<file path="src/design/bps_pkg.sv">
`timescale 1ns / 1ps
`default_nettype none
package bps_pkg;

  // Field and register widths.
  localparam int TICK_W      = 16;
  localparam int PATTERN_W   = 3;
  localparam int BEEP_W      = 2;
  localparam int CFG_INDEX_W = 2;
  localparam int CFG_DATA_W  = 16;

  // Item kinds carried by req_type.
  localparam logic REQ_TICK    = 1'b0;
  localparam logic REQ_TRIGGER = 1'b1;

  // Pattern codes.
  localparam logic [PATTERN_W-1:0] PAT_OFF   = 3'd0;
  localparam logic [PATTERN_W-1:0] PAT_FRONT = 3'd1;
  localparam logic [PATTERN_W-1:0] PAT_LEFT  = 3'd2;
  localparam logic [PATTERN_W-1:0] PAT_RIGHT = 3'd3;
  localparam logic [PATTERN_W-1:0] PAT_FALL  = 3'd4;

  // Short beeps per round for each short pattern.
  localparam logic [BEEP_W-1:0] BEEPS_FRONT = 2'd3;
  localparam logic [BEEP_W-1:0] BEEPS_LEFT  = 2'd2;
  localparam logic [BEEP_W-1:0] BEEPS_RIGHT = 2'd1;

  // Register indexes.
  localparam logic [CFG_INDEX_W-1:0] REG_SHORT_ON  = 2'd0;
  localparam logic [CFG_INDEX_W-1:0] REG_SHORT_GAP = 2'd1;
  localparam logic [CFG_INDEX_W-1:0] REG_LONG_ON   = 2'd2;
  localparam logic [CFG_INDEX_W-1:0] REG_ROUND_GAP = 2'd3;

  // Register reset values.
  localparam logic [TICK_W-1:0] SHORT_ON_RESET  = 16'd150;
  localparam logic [TICK_W-1:0] SHORT_GAP_RESET = 16'd80;
  localparam logic [TICK_W-1:0] LONG_ON_RESET   = 16'd1500;
  localparam logic [TICK_W-1:0] ROUND_GAP_RESET = 16'd600;

  // Phase counter saturation value.
  localparam logic [TICK_W-1:0] TICK_MAX = 16'hFFFF;

  // Timing registers as seen by the sequencer.
  typedef struct packed {
    logic [TICK_W-1:0] short_on_ticks;
    logic [TICK_W-1:0] short_gap_ticks;
    logic [TICK_W-1:0] long_on_ticks;
    logic [TICK_W-1:0] round_gap_ticks;
  } cfg_t;

  // Sequencer state.
  typedef struct packed {
    logic [PATTERN_W-1:0] current_pattern;
    logic                 active_flag;
    logic                 in_on_phase;
    logic [BEEP_W-1:0]    beep_count;
    logic                 in_round_gap;
    logic [TICK_W-1:0]    phase_ticks;
    logic                 drive_level;
  } seq_state_t;

endpackage
`default_nettype wire

</file>
<file path="src/design/beep_pattern_sequencer_unit.sv">
`timescale 1ns / 1ps
`default_nettype none
// Beep pattern sequencer. Each input item is a millisecond tick (req_type 0)
// or a pattern trigger (req_type 1), and each item gives exactly one result
// item with the buzzer level (sounding) and the sequence activity (running)
// after it. An accepted item is held in an input register, the sequence
// state is advanced by one short pass of compare and increment logic, and
// the result lands in an output register once that register is free or
// being emptied. One item is taken every cycle while results are taken.
// A stalled result holds the item in the input register, and the input
// side takes a new item again as soon as that register can move on.
// Timing registers are written through cfg_we, cfg_index and cfg_data,
// which the user must do only while no item is in flight; nothing checks it.
module beep_pattern_sequencer_unit (
  input  wire logic                           clk,
  input  wire logic                           rst,
  input  wire logic                           cfg_we,
  input  wire logic [bps_pkg::CFG_INDEX_W-1:0] cfg_index,
  input  wire logic [bps_pkg::CFG_DATA_W-1:0]  cfg_data,
  input  wire logic                           in_valid,
  output      logic                           in_ready,
  input  wire logic                           req_type,
  input  wire logic [bps_pkg::PATTERN_W-1:0]   pattern,
  output      logic                           out_valid,
  input  wire logic                           out_ready,
  output      logic                           sounding,
  output      logic                           running
);

  bps_pkg::cfg_t       cfg;
  bps_pkg::seq_state_t state;
  bps_pkg::seq_state_t state_next;

  logic                         stage_valid;
  logic                         stage_req_type;
  logic [bps_pkg::PATTERN_W-1:0] stage_pattern;
  logic                         advance;

  bps_cfg_regs u_cfg (
    .clk       (clk),
    .rst       (rst),
    .cfg_we    (cfg_we),
    .cfg_index (cfg_index),
    .cfg_data  (cfg_data),
    .cfg       (cfg)
  );

  bps_step u_step (
    .req_type   (stage_req_type),
    .pattern    (stage_pattern),
    .cfg        (cfg),
    .state      (state),
    .state_next (state_next)
  );

  // The held item moves on when the output register is free or being emptied.
  assign advance  = stage_valid && (!out_valid || out_ready);
  assign in_ready = !stage_valid || advance;

  // Input register.
  always_ff @(posedge clk) begin
    if (rst) begin
      stage_valid <= 1'b0;
    end else if (in_ready) begin
      stage_valid <= in_valid;
    end
  end

  always_ff @(posedge clk) begin
    if (in_ready && in_valid) begin
      stage_req_type <= req_type;
      stage_pattern  <= pattern;
    end
  end

  // Sequence state, updated once per item.
  always_ff @(posedge clk) begin
    if (rst) begin
      state.current_pattern <= bps_pkg::PAT_OFF;
      state.active_flag     <= 1'b0;
      state.in_on_phase     <= 1'b1;
      state.beep_count      <= '0;
      state.in_round_gap    <= 1'b0;
      state.phase_ticks     <= '0;
      state.drive_level     <= 1'b0;
    end else if (advance) begin
      state <= state_next;
    end
  end

  // Output register.
  always_ff @(posedge clk) begin
    if (rst) begin
      out_valid <= 1'b0;
    end else if (advance) begin
      out_valid <= 1'b1;
    end else if (out_ready) begin
      out_valid <= 1'b0;
    end
  end

  always_ff @(posedge clk) begin
    if (advance) begin
      sounding <= state_next.drive_level;
      running  <= state_next.active_flag;
    end
  end

endmodule
`default_nettype wire

</file>
<file path="src/design/bps_cfg_regs.sv">
`timescale 1ns / 1ps
`default_nettype none
module bps_cfg_regs (
  input  wire logic                           clk,
  input  wire logic                           rst,
  input  wire logic                           cfg_we,
  input  wire logic [bps_pkg::CFG_INDEX_W-1:0] cfg_index,
  input  wire logic [bps_pkg::CFG_DATA_W-1:0]  cfg_data,
  output bps_pkg::cfg_t                       cfg
);

  // Timing registers, written one at a time through the plain write port.
  always_ff @(posedge clk) begin
    if (rst) begin
      cfg.short_on_ticks  <= bps_pkg::SHORT_ON_RESET;
      cfg.short_gap_ticks <= bps_pkg::SHORT_GAP_RESET;
      cfg.long_on_ticks   <= bps_pkg::LONG_ON_RESET;
      cfg.round_gap_ticks <= bps_pkg::ROUND_GAP_RESET;
    end else if (cfg_we) begin
      case (cfg_index)
        bps_pkg::REG_SHORT_ON:  cfg.short_on_ticks  <= cfg_data;
        bps_pkg::REG_SHORT_GAP: cfg.short_gap_ticks <= cfg_data;
        bps_pkg::REG_LONG_ON:   cfg.long_on_ticks   <= cfg_data;
        bps_pkg::REG_ROUND_GAP: cfg.round_gap_ticks <= cfg_data;
        default: ;
      endcase
    end
  end

endmodule
`default_nettype wire

</file>
<file path="src/design/bps_step.sv">
`timescale 1ns / 1ps
`default_nettype none
module bps_step (
  input  wire logic                         req_type,
  input  wire logic [bps_pkg::PATTERN_W-1:0] pattern,
  input  wire bps_pkg::cfg_t                cfg,
  input  wire bps_pkg::seq_state_t          state,
  output bps_pkg::seq_state_t               state_next
);

  logic [bps_pkg::TICK_W-1:0] ticks_inc;
  logic [bps_pkg::BEEP_W-1:0] total;

  // Saturating phase count for this tick.
  assign ticks_inc = (state.phase_ticks == bps_pkg::TICK_MAX) ?
                     state.phase_ticks : state.phase_ticks + 1'b1;

  // Number of short beeps in one round of the current pattern.
  always_comb begin
    case (state.current_pattern)
      bps_pkg::PAT_FRONT: total = bps_pkg::BEEPS_FRONT;
      bps_pkg::PAT_LEFT:  total = bps_pkg::BEEPS_LEFT;
      default:            total = bps_pkg::BEEPS_RIGHT;
    endcase
  end

  // One item: a trigger, or a tick while a pattern runs, may advance the sequence state.
  always_comb begin
    state_next = state;
    if (req_type == bps_pkg::REQ_TRIGGER) begin
      if (pattern == bps_pkg::PAT_OFF) begin
        state_next.active_flag     = 1'b0;
        state_next.current_pattern = bps_pkg::PAT_OFF;
        state_next.drive_level     = 1'b0;
      end else if (pattern <= bps_pkg::PAT_FALL &&
                   !(pattern == state.current_pattern && state.active_flag)) begin
        // A new pattern restarts the round; the drive level waits for a tick.
        state_next.current_pattern = pattern;
        state_next.active_flag     = 1'b1;
        state_next.beep_count      = '0;
        state_next.in_on_phase     = 1'b1;
        state_next.in_round_gap    = 1'b0;
        state_next.phase_ticks     = '0;
      end
    end else if (state.active_flag) begin
      state_next.phase_ticks = ticks_inc;
      if (state.in_round_gap) begin
        state_next.drive_level = 1'b0;
        if (ticks_inc >= cfg.round_gap_ticks) begin
          state_next.beep_count   = '0;
          state_next.in_on_phase  = 1'b1;
          state_next.in_round_gap = 1'b0;
          state_next.phase_ticks  = '0;
        end
      end else if (state.current_pattern == bps_pkg::PAT_FALL) begin
        state_next.drive_level = 1'b1;
        if (ticks_inc >= cfg.long_on_ticks) begin
          state_next.drive_level  = 1'b0;
          state_next.in_round_gap = 1'b1;
          state_next.phase_ticks  = '0;
        end
      end else if (state.beep_count >= total) begin
        // Last short beep done: enter the round gap.
        state_next.drive_level  = 1'b0;
        state_next.in_round_gap = 1'b1;
        state_next.phase_ticks  = '0;
      end else if (state.in_on_phase) begin
        state_next.drive_level = 1'b1;
        if (ticks_inc >= cfg.short_on_ticks) begin
          state_next.in_on_phase = 1'b0;
          state_next.phase_ticks = '0;
        end
      end else begin
        state_next.drive_level = 1'b0;
        if (ticks_inc >= cfg.short_gap_ticks) begin
          state_next.beep_count  = state.beep_count + 1'b1;
          state_next.in_on_phase = 1'b1;
          state_next.phase_ticks = '0;
        end
      end
    end
  end

endmodule
`default_nettype wire

</file>
<file path="config.mk">
export PLATFORM = sky130hd
export DESIGN_NAME = beep_pattern_sequencer_unit
export DESIGN_NICKNAME = d
export VERILOG_FILES = /design/src/design/bps_pkg.sv /design/src/design/beep_pattern_sequencer_unit.sv /design/src/design/bps_cfg_regs.sv /design/src/design/bps_step.sv
export SDC_FILE = /design/constraint.sdc
export NUM_CORES = 1
export LEC_CHECK = 0
export ABC_AREA = 1
export BUFFER_PORTS_ARGS = -buffer_cell sky130_fd_sc_hd__buf_2
export CELL_PAD_IN_SITES_DETAIL_PLACEMENT = 1
export CELL_PAD_IN_SITES_GLOBAL_PLACEMENT = 1
export CORE_MARGIN = 3
export CORE_UTILIZATION = 45
export DETAILED_ROUTE_END_ITERATION = 6
export GPL_TIMING_DRIVEN = 0
export HOLD_SLACK_MARGIN = 0.08
export PLACE_DENSITY_LB_ADDON = 0.12
export SLEW_MARGIN = 20
export SYNTH_ARGS = -nofsm -noshare
export SYNTH_HDL_FRONTEND = slang
export SYNTH_SLANG_ARGS = --single-unit
</file>
<file path="constraint.sdc">
create_clock -name clk -period 3.3 [get_ports clk]
set_input_delay 0.165 -clock clk [delete_from_list [all_inputs] [get_ports clk]]
set_output_delay 0.165 -clock clk [all_outputs]
set_load 0.05 [all_outputs]
</file>
* Word level (Yosys, flattened, before mapping)
Index checks and enable logic that the tools add are counted.
** Storage, ports and cells
- Bits in registers :: 97
- Input bits :: 27
- Output and inout port bits :: 4
- Logic and storage cells :: 88
** Cells by class
- $add $sub $neg :: 2
- Magnitude comparators :: 6
- Equal/unequal tests :: 14
- Mux-type cells :: 26
- Reduce and logical (&&, ||, !) cells :: 23
** Operators by type and width (number)
- greater-or-equal comparator 16 bit :: 4
- two-way mux 21 bit :: 3
- two-way mux 16 bit :: 3
- two-way mux 20 bit :: 2
- two-way mux 18 bit :: 2
- two-way mux 17 bit :: 2
- two-way mux 24 bit :: 1
- adder 16 x 1 -> 16 bit, second input constant :: 1
- equality test 16 bit, second input constant :: 1
- two-way mux 3 bit :: 3
- AND reduction 9 bit :: 1
- AND reduction 2 bit :: 4
- two-way mux 1 bit :: 7
- AND reduction 7 bit :: 1
- inequality test 3 bit, second input constant :: 2
- nonzero test 2 bit :: 3
- equality test 2 bit, second input constant :: 2
- logical AND 1 bit :: 4
- two-way mux 4 bit :: 1
- case mux 2 bit (2 select lines) :: 1
- AND reduction 4 bit :: 1
- equality test 3 x 1 -> 1 bit, second input constant :: 1
- equality test 3 x 2 -> 1 bit, second input constant :: 1
- equality test 3 bit :: 1
- 16 further kinds :: 19

* Logic depth before layout (Yosys ltp)
- Depth in word-level cells :: 10
- Gate-level depth with buffers :: 27

* Modules after synthesis
Synthesis repeated with hierarchy kept, for this count alone.
** Unflattened totals
- Cell total of the unflattened synthesis :: 1109
- Area, all modules :: 7230.7 µm²
** By module, submodules not included
- bps_step :: instances 1, cells an instance 546, area each 3098.0 µm²
- bps_cfg_regs :: instances 1, cells an instance 383, area each 2676.3 µm²
- beep_pattern_sequencer_unit :: instances 1, cells an instance 180, area each 1456.4 µm²

* Worst setup path before layout
Ideal clock, no wire load.
- Path kind :: flip-flop to flip-flop
- Start :: register state[1] (netlist name)
- End :: register state[16] (netlist name)
- Library setup time :: 0.132 ns
- Arrival time :: 2.751 ns
- Data required time :: 3.168 ns
- Slack :: 0.416 ns
- Cell stages (with the launch flop) :: 26
- Period minus slack after synthesis :: 2.884 ns
- Cell sequence :: dfxtp_1 -> ha_1 -> nand3_2 -> inv_1 -> nand4_2 -> nor2_4 -> inv_2 -> o21ai_1 -> inv_1 -> ha_1 -> nand2_1 -> nor2_1 -> nand2_1 -> nand2_1 -> nor2_1 -> nand2_1 -> nand2_1 -> nand2_1 -> nand2_1 -> nand3_1 -> nand2_1 -> nand2_1 -> nand2_2 -> buf_6 -> nand2_1 -> a21oi_1
** Between the ends
- Longest elaborated chain between the ends :: 10
- Elaborated cells between the ends (all ways) :: 17
** Ends and longest elaborated chain
- adder 16 x 1 -> 16 bit or equality test 16 bit (tied branches) :: RTL line bps_step.sv:16, bps_step.sv:15
- two-way mux 16 bit (*) :: RTL line bps_step.sv:15 : assign ticks_inc = (state.phase_ticks == bps_pkg::TICK_MAX) ?
- greater-or-equal comparator 16 bit (on tied branches) :: RTL line bps_step.sv:75, bps_step.sv:69
- two-way mux 16 bit (on tied branches) :: RTL line bps_step.sv:75, bps_step.sv:69
- two-way mux 17 bit :: RTL line bps_step.sv:67 : end else if (state.in_on_phase) begin
- two-way mux 17 bit :: RTL line bps_step.sv:62 : end else if (state.beep_count >= total) begin
- two-way mux 18 bit :: RTL line bps_step.sv:55 : end else if (state.current_pattern == bps_pkg::PAT_FALL) begin
- two-way mux 21 bit (*) :: RTL line bps_step.sv:47 : if (state.in_round_gap) begin
- two-way mux 21 bit (*) :: RTL line bps_step.sv:45 : end else if (state.active_flag) begin
- two-way mux 21 bit (*) :: RTL line bps_step.sv:30 : if (req_type == bps_pkg::REQ_TRIGGER) begin
Every way passes the cells marked *; elsewhere a longest branch is shown, timed or not. The select of a mux whose other input is x is not followed.
A chain may end at the register's enable or synchronous reset.

* Worst setup path after layout
- Start :: register state[1] (netlist name)
- End :: register state[16] (netlist name)
** Between the ends
- Longest elaborated chain between the ends :: 10
- Elaborated cells between the ends (all ways) :: 17
** Ends and longest elaborated chain (RTL line)
- adder 16 x 1 -> 16 bit or equality test 16 bit (tied branches) :: bps_step.sv:16, bps_step.sv:15
- two-way mux 16 bit (*) :: bps_step.sv:15
- greater-or-equal comparator 16 bit (on tied branches) :: bps_step.sv:75, bps_step.sv:69
- two-way mux 16 bit (on tied branches) :: bps_step.sv:75, bps_step.sv:69
- two-way mux 17 bit :: bps_step.sv:67
- two-way mux 17 bit :: bps_step.sv:62
- two-way mux 18 bit :: bps_step.sv:55
- two-way mux 21 bit (*) :: bps_step.sv:47
- two-way mux 21 bit (*) :: bps_step.sv:45
- two-way mux 21 bit (*) :: bps_step.sv:30
Marks and branches as above.

==> run_results.csv <==
group,metric,value,unit
timing,finalSetupViolCount,15,
timing,min_period,3.37,ns
power,power,0.00261,W
place,pre_cts_slack,-0.710,ns
layout,seqCellArea,2020,sq um
logic_synthesis,syn_avg_cell_area,7.23,sq um
drt,wirelength,20400,um
clocking,clk_latency,0.36,ns
layout,finalCoreUtilization,58.4,%
global_routing,grt_util_all_layers,26.3,%
logic_synthesis,ys.warnings.count,0,
die,core_area,12700,sq um
job,max-cap-violations,0,
die,die_w,121,um
logic_synthesis,synthCells,819,
drt,via_count,5883,
layout,final_cell_area,7420,sq um
die,die_h,121,um
critical_path,r2r_slack,-0.07,ns
critical_path,reg2reg_to,"state[16]",
critical_path,critPathCaptureType,"register",
clocking,clock_sinks,97,
clocking,cts_tree,"done",
die,die_area,14600,sq um
logic_synthesis,seq_area_frac_synth,33.8,%
clocking,numCtsBuffers,9,
clocking,clock_path_buffers,2,
timing,skew,0.00714,ns
power,power_leakage,3.44,nW
layout,antennaDiodeCount,0,
place,port_buffers,30,
clocking,htree_levels,3,
critical_path,reg2reg_depth,24,
timing,max_slew_margin,47.3,%
global_routing,grt_pass1_vias,6139,
layout,area_growth,25.3,%
power,power.density,352,nW/um^2
global_routing,grt_start_max_net_pins,16,
power,vdd_ir_drop_max,0.214,mV
critical_path,cp-startpoint,"state[1]",
layout,multi_input_area,3830,sq um
place,gp_congestion,0.855,
timing,timing.fmax,297,MHz
critical_path,start_kind,"register",
layout,nets,986,
logic_synthesis,synth-seq-cells,97,
layout,nFillCells,1598,
place,placed_area,6290,sq um
timing,worstMarginPinSlew,0.787,ns
status,outcome,"finished, violations left",
critical_path,endpoint,"state[16]",
timing,hold_viol,0,
die,start_util,46.6,%
status,violations,"negative setup slack",
hold_path,hp-class,"in -> reg",
critical_path,crit_type,"reg -> reg",
timing,fin_tns_setup,-0.631,ns
drt,drc,0,
timing,grt_setup_unrepaired,"yes",
global_routing,grt_overflow,0,
global_routing,grt_pass1_wl,30400,um
clocking,clk_pin_slew_worst_paths,0.07,ns
timing,min_period_over_period,102,%
logic_synthesis,syn_area,5920,sq um
drt,drtAntennaViolNets,0,
global_routing,grt_antenna_before_repair,0,
drt,wl_per_cell,19.1,um
critical_path,r2r_start,"state[1]",
clocking,clockRootBuffer,"clkbuf_16",
drt,drt_iter0_markers,421,
logic_synthesis,synth_cell_types,38,
logic_synthesis,synthesis.nets,913,
place,dpl.hpwl,13500,um
die,rows,41,
critical_path,worstPathArrival,3.65,ns
drt,firstDrtPassIters,4,
critical_path,cp.required,3.58,ns
critical_path,critPathMaxFanout,5,
layout,layout-drive-gt1-share,23.5,%
timing,worst_slack,-0.0687,ns
drt,vias_per_cell,5.50,
timing,drv_slew,0,
die,ios,31,
-- cells in the mapped netlist --
library cell | number | area (sq um)
a21o_1 | 2 | 15.0
a21oi_1 | 107 | 536
a21oi_2 | 3 | 26.3
a31oi_1 | 2 | 12.5
and2_1 | 1 | 6.26
buf_4 | 1 | 7.51
buf_6 | 2 | 22.5
clkbuf_1 | 15 | 56.3
clkbuf_8 | 2 | 27.5
clkinv_1 | 1 | 3.75
dfxtp_1 | 91 | 1820
edfxtp_1 | 6 | 180
ha_1 | 67 | 838
inv_1 | 131 | 492
inv_2 | 7 | 26.3
nand2_1 | 162 | 608
nand2_2 | 7 | 43.8
nand2_4 | 3 | 33.8
nand3_1 | 17 | 85.1
nand3_2 | 4 | 40.0
nand4_1 | 10 | 62.6
nand4_2 | 2 | 25.0
nor2_1 | 56 | 210
nor2_2 | 2 | 12.5
nor2_4 | 5 | 56.3
nor3_1 | 9 | 45.0
nor3_2 | 3 | 30.0
nor4_1 | 1 | 6.26
o2111ai_1 | 1 | 8.76
o211ai_1 | 14 | 105
o21a_1 | 2 | 15.0
o21ai_0 | 62 | 310
o21ai_1 | 4 | 20.0
o21bai_1 | 5 | 37.5
or2_1 | 1 | 6.26
or2_2 | 2 | 12.5
xnor2_1 | 1 | 8.76
xor2_1 | 8 | 70.1
-- report_power, final --
group	total [W]	leakage [nW]	internal [W]	switching (W)
Sequential	0.00125	0.808	0.00123	0.0000206
Combinational	0.000352	2.51	0.000124	0.000229
Clock	0.00101	0.123	0.000511	0.000499
-- state kept, by name, summed over array words and instances, names as in the netlist --
| name | count |
|---|---|
| stage_pattern | 3 |
| sounding | 1 |
| out_valid | 1 |
| running | 1 |
| state | 25 |
| stage_req_type | 1 |
| stage_valid | 1 |
| u_cfg.cfg | 64 |
-- critical path, cell delays in order (launching register included) --
cell and delay (ns):
dfxtp_4 0.41, ha_4 0.18, nand3_4 0.10, nor2_4 0.14, nand2_4 0.08, inv_1 0.08, nand4_1 0.09, xor2_1 0.20
inv_1 0.10, nor2_2 0.15, inv_2 0.09, ha_1 0.28, nand2_1 0.06, inv_1 0.07, nand3_2 0.11, inv_1 0.08
a21oi_2 0.23, and2_1 0.16, nand2_1 0.07, nand2_2 0.07, nand2_2 0.06, nand2_4 0.13, buf_8 0.14, nand2_4 0.04
a21oi_2 0.15
-- per-stage QoR --
step | cells | hold slack, ns
CTS | 1058 | 0.0894
finish | 1069 | 0.0977
detailed placement | 1021 | 0.344
global placement | 1021 | 0.343
floorplan | 819 | 0.264
global route | 1069 | 0.0989
-- per-layer routing --
layer  share of wire, %  up-vias  track usage [%]
met1                 42     2878             32.3
met4                4.2        0             11.9
met2                 51      126             45.9
li1                   -     2822                -
met5                  0        -                0
met3                3.1       57             3.18
-- cell families after synthesis --
logic type                 synth area share [%]
buffers and inverters                      10.7
xor gates and xnor gates                   1.33
AOI/OAI and AO/OA                          18.3
DFF                                        33.8
and+or+nand+nor                            21.7
adders and majority gates                  14.1
-- layout by cell type (no fill, tap or decap), types with 4 or more instances in the layout --
| master | count |
|---|---|
| nand2_1 | 139 |
| inv_1 | 122 |
| a21oi_1 | 91 |
| dfxtp_1 | 80 |
| o21ai_0 | 58 |
| ha_1 | 54 |
| nor2_1 | 48 |
| buf_2 | 30 |
| buf_4 | 23 |
| nand2_2 | 20 |
| a21oi_2 | 18 |
| clkbuf_1 | 17 |
| o211ai_1 | 14 |
| nand3_1 | 13 |
| nand2_4 | 13 |
| ha_4 | 13 |
| inv_2 | 12 |
| nand4_1 | 10 |
| clkbuf_16 | 9 |
| nor2_2 | 8 |
| dfxtp_2 | 8 |
| nor2_4 | 7 |
| buf_6 | 6 |
| edfxtp_1 | 6 |
| nor3_2 | 5 |
| o21ai_1 | 5 |
| nor3_1 | 5 |
| xor2_1 | 5 |
| nand3_2 | 4 |
| nand3_4 | 4 |
| inv_4 | 4 |
| o21bai_1 | 4 |
| dlygate4sd3_1 | 4 |
-- timing repair --
| action | 4_1_cts | 5_1_grt |
|---|---|---|
| setup endpoints to repair | 22 | 22 |
| gates resized for setup | 43 | 97 |
| pin swaps | 13 | 44 |
| cloned | 1 | 0 |
| hold buffers | 4 | 0 |
| endpoints found under the hold margin | 4 | 0 |
| buffers inserted | 16 | 11 |
-- cell type report --
| type | instances | share of cell area (%) |
|---|---|---|
| Timing Repair Buffer | 62 | 5.92 |
| Sequential cell | 97 | 27.2 |
| Inverter | 139 | 7.16 |
| Tap cell | 172 | 2.90 |
| Multi-Input combinational cell | 563 | 51.6 |
| Buffer | 20 | 1.58 |
| Clock buffer | 11 | 3.13 |
| Clock inverter | 5 | 0.438 |
-- how the worst min path moves through the flow --
stage | startpoint | to | slack, ns | cells after the start
2_1_floorplan | pattern[0] | stage_pattern[0] | 0.26 | 0
3_3_place_gp | pattern[1] | stage_pattern[1] | 0.34 | 1
3_5_place_dp | req_type | stage_req_type | 0.34 | 1
4_1_cts | cfg_data[3] | u_cfg.cfg[3] | 0.09 | 3
5_1_grt | cfg_data[8] | u_cfg.cfg[24] | 0.1 | 3
6_report | cfg_data[3] | u_cfg.cfg[3] | 0.1 | 3
(Power assumes the default switching activity.)
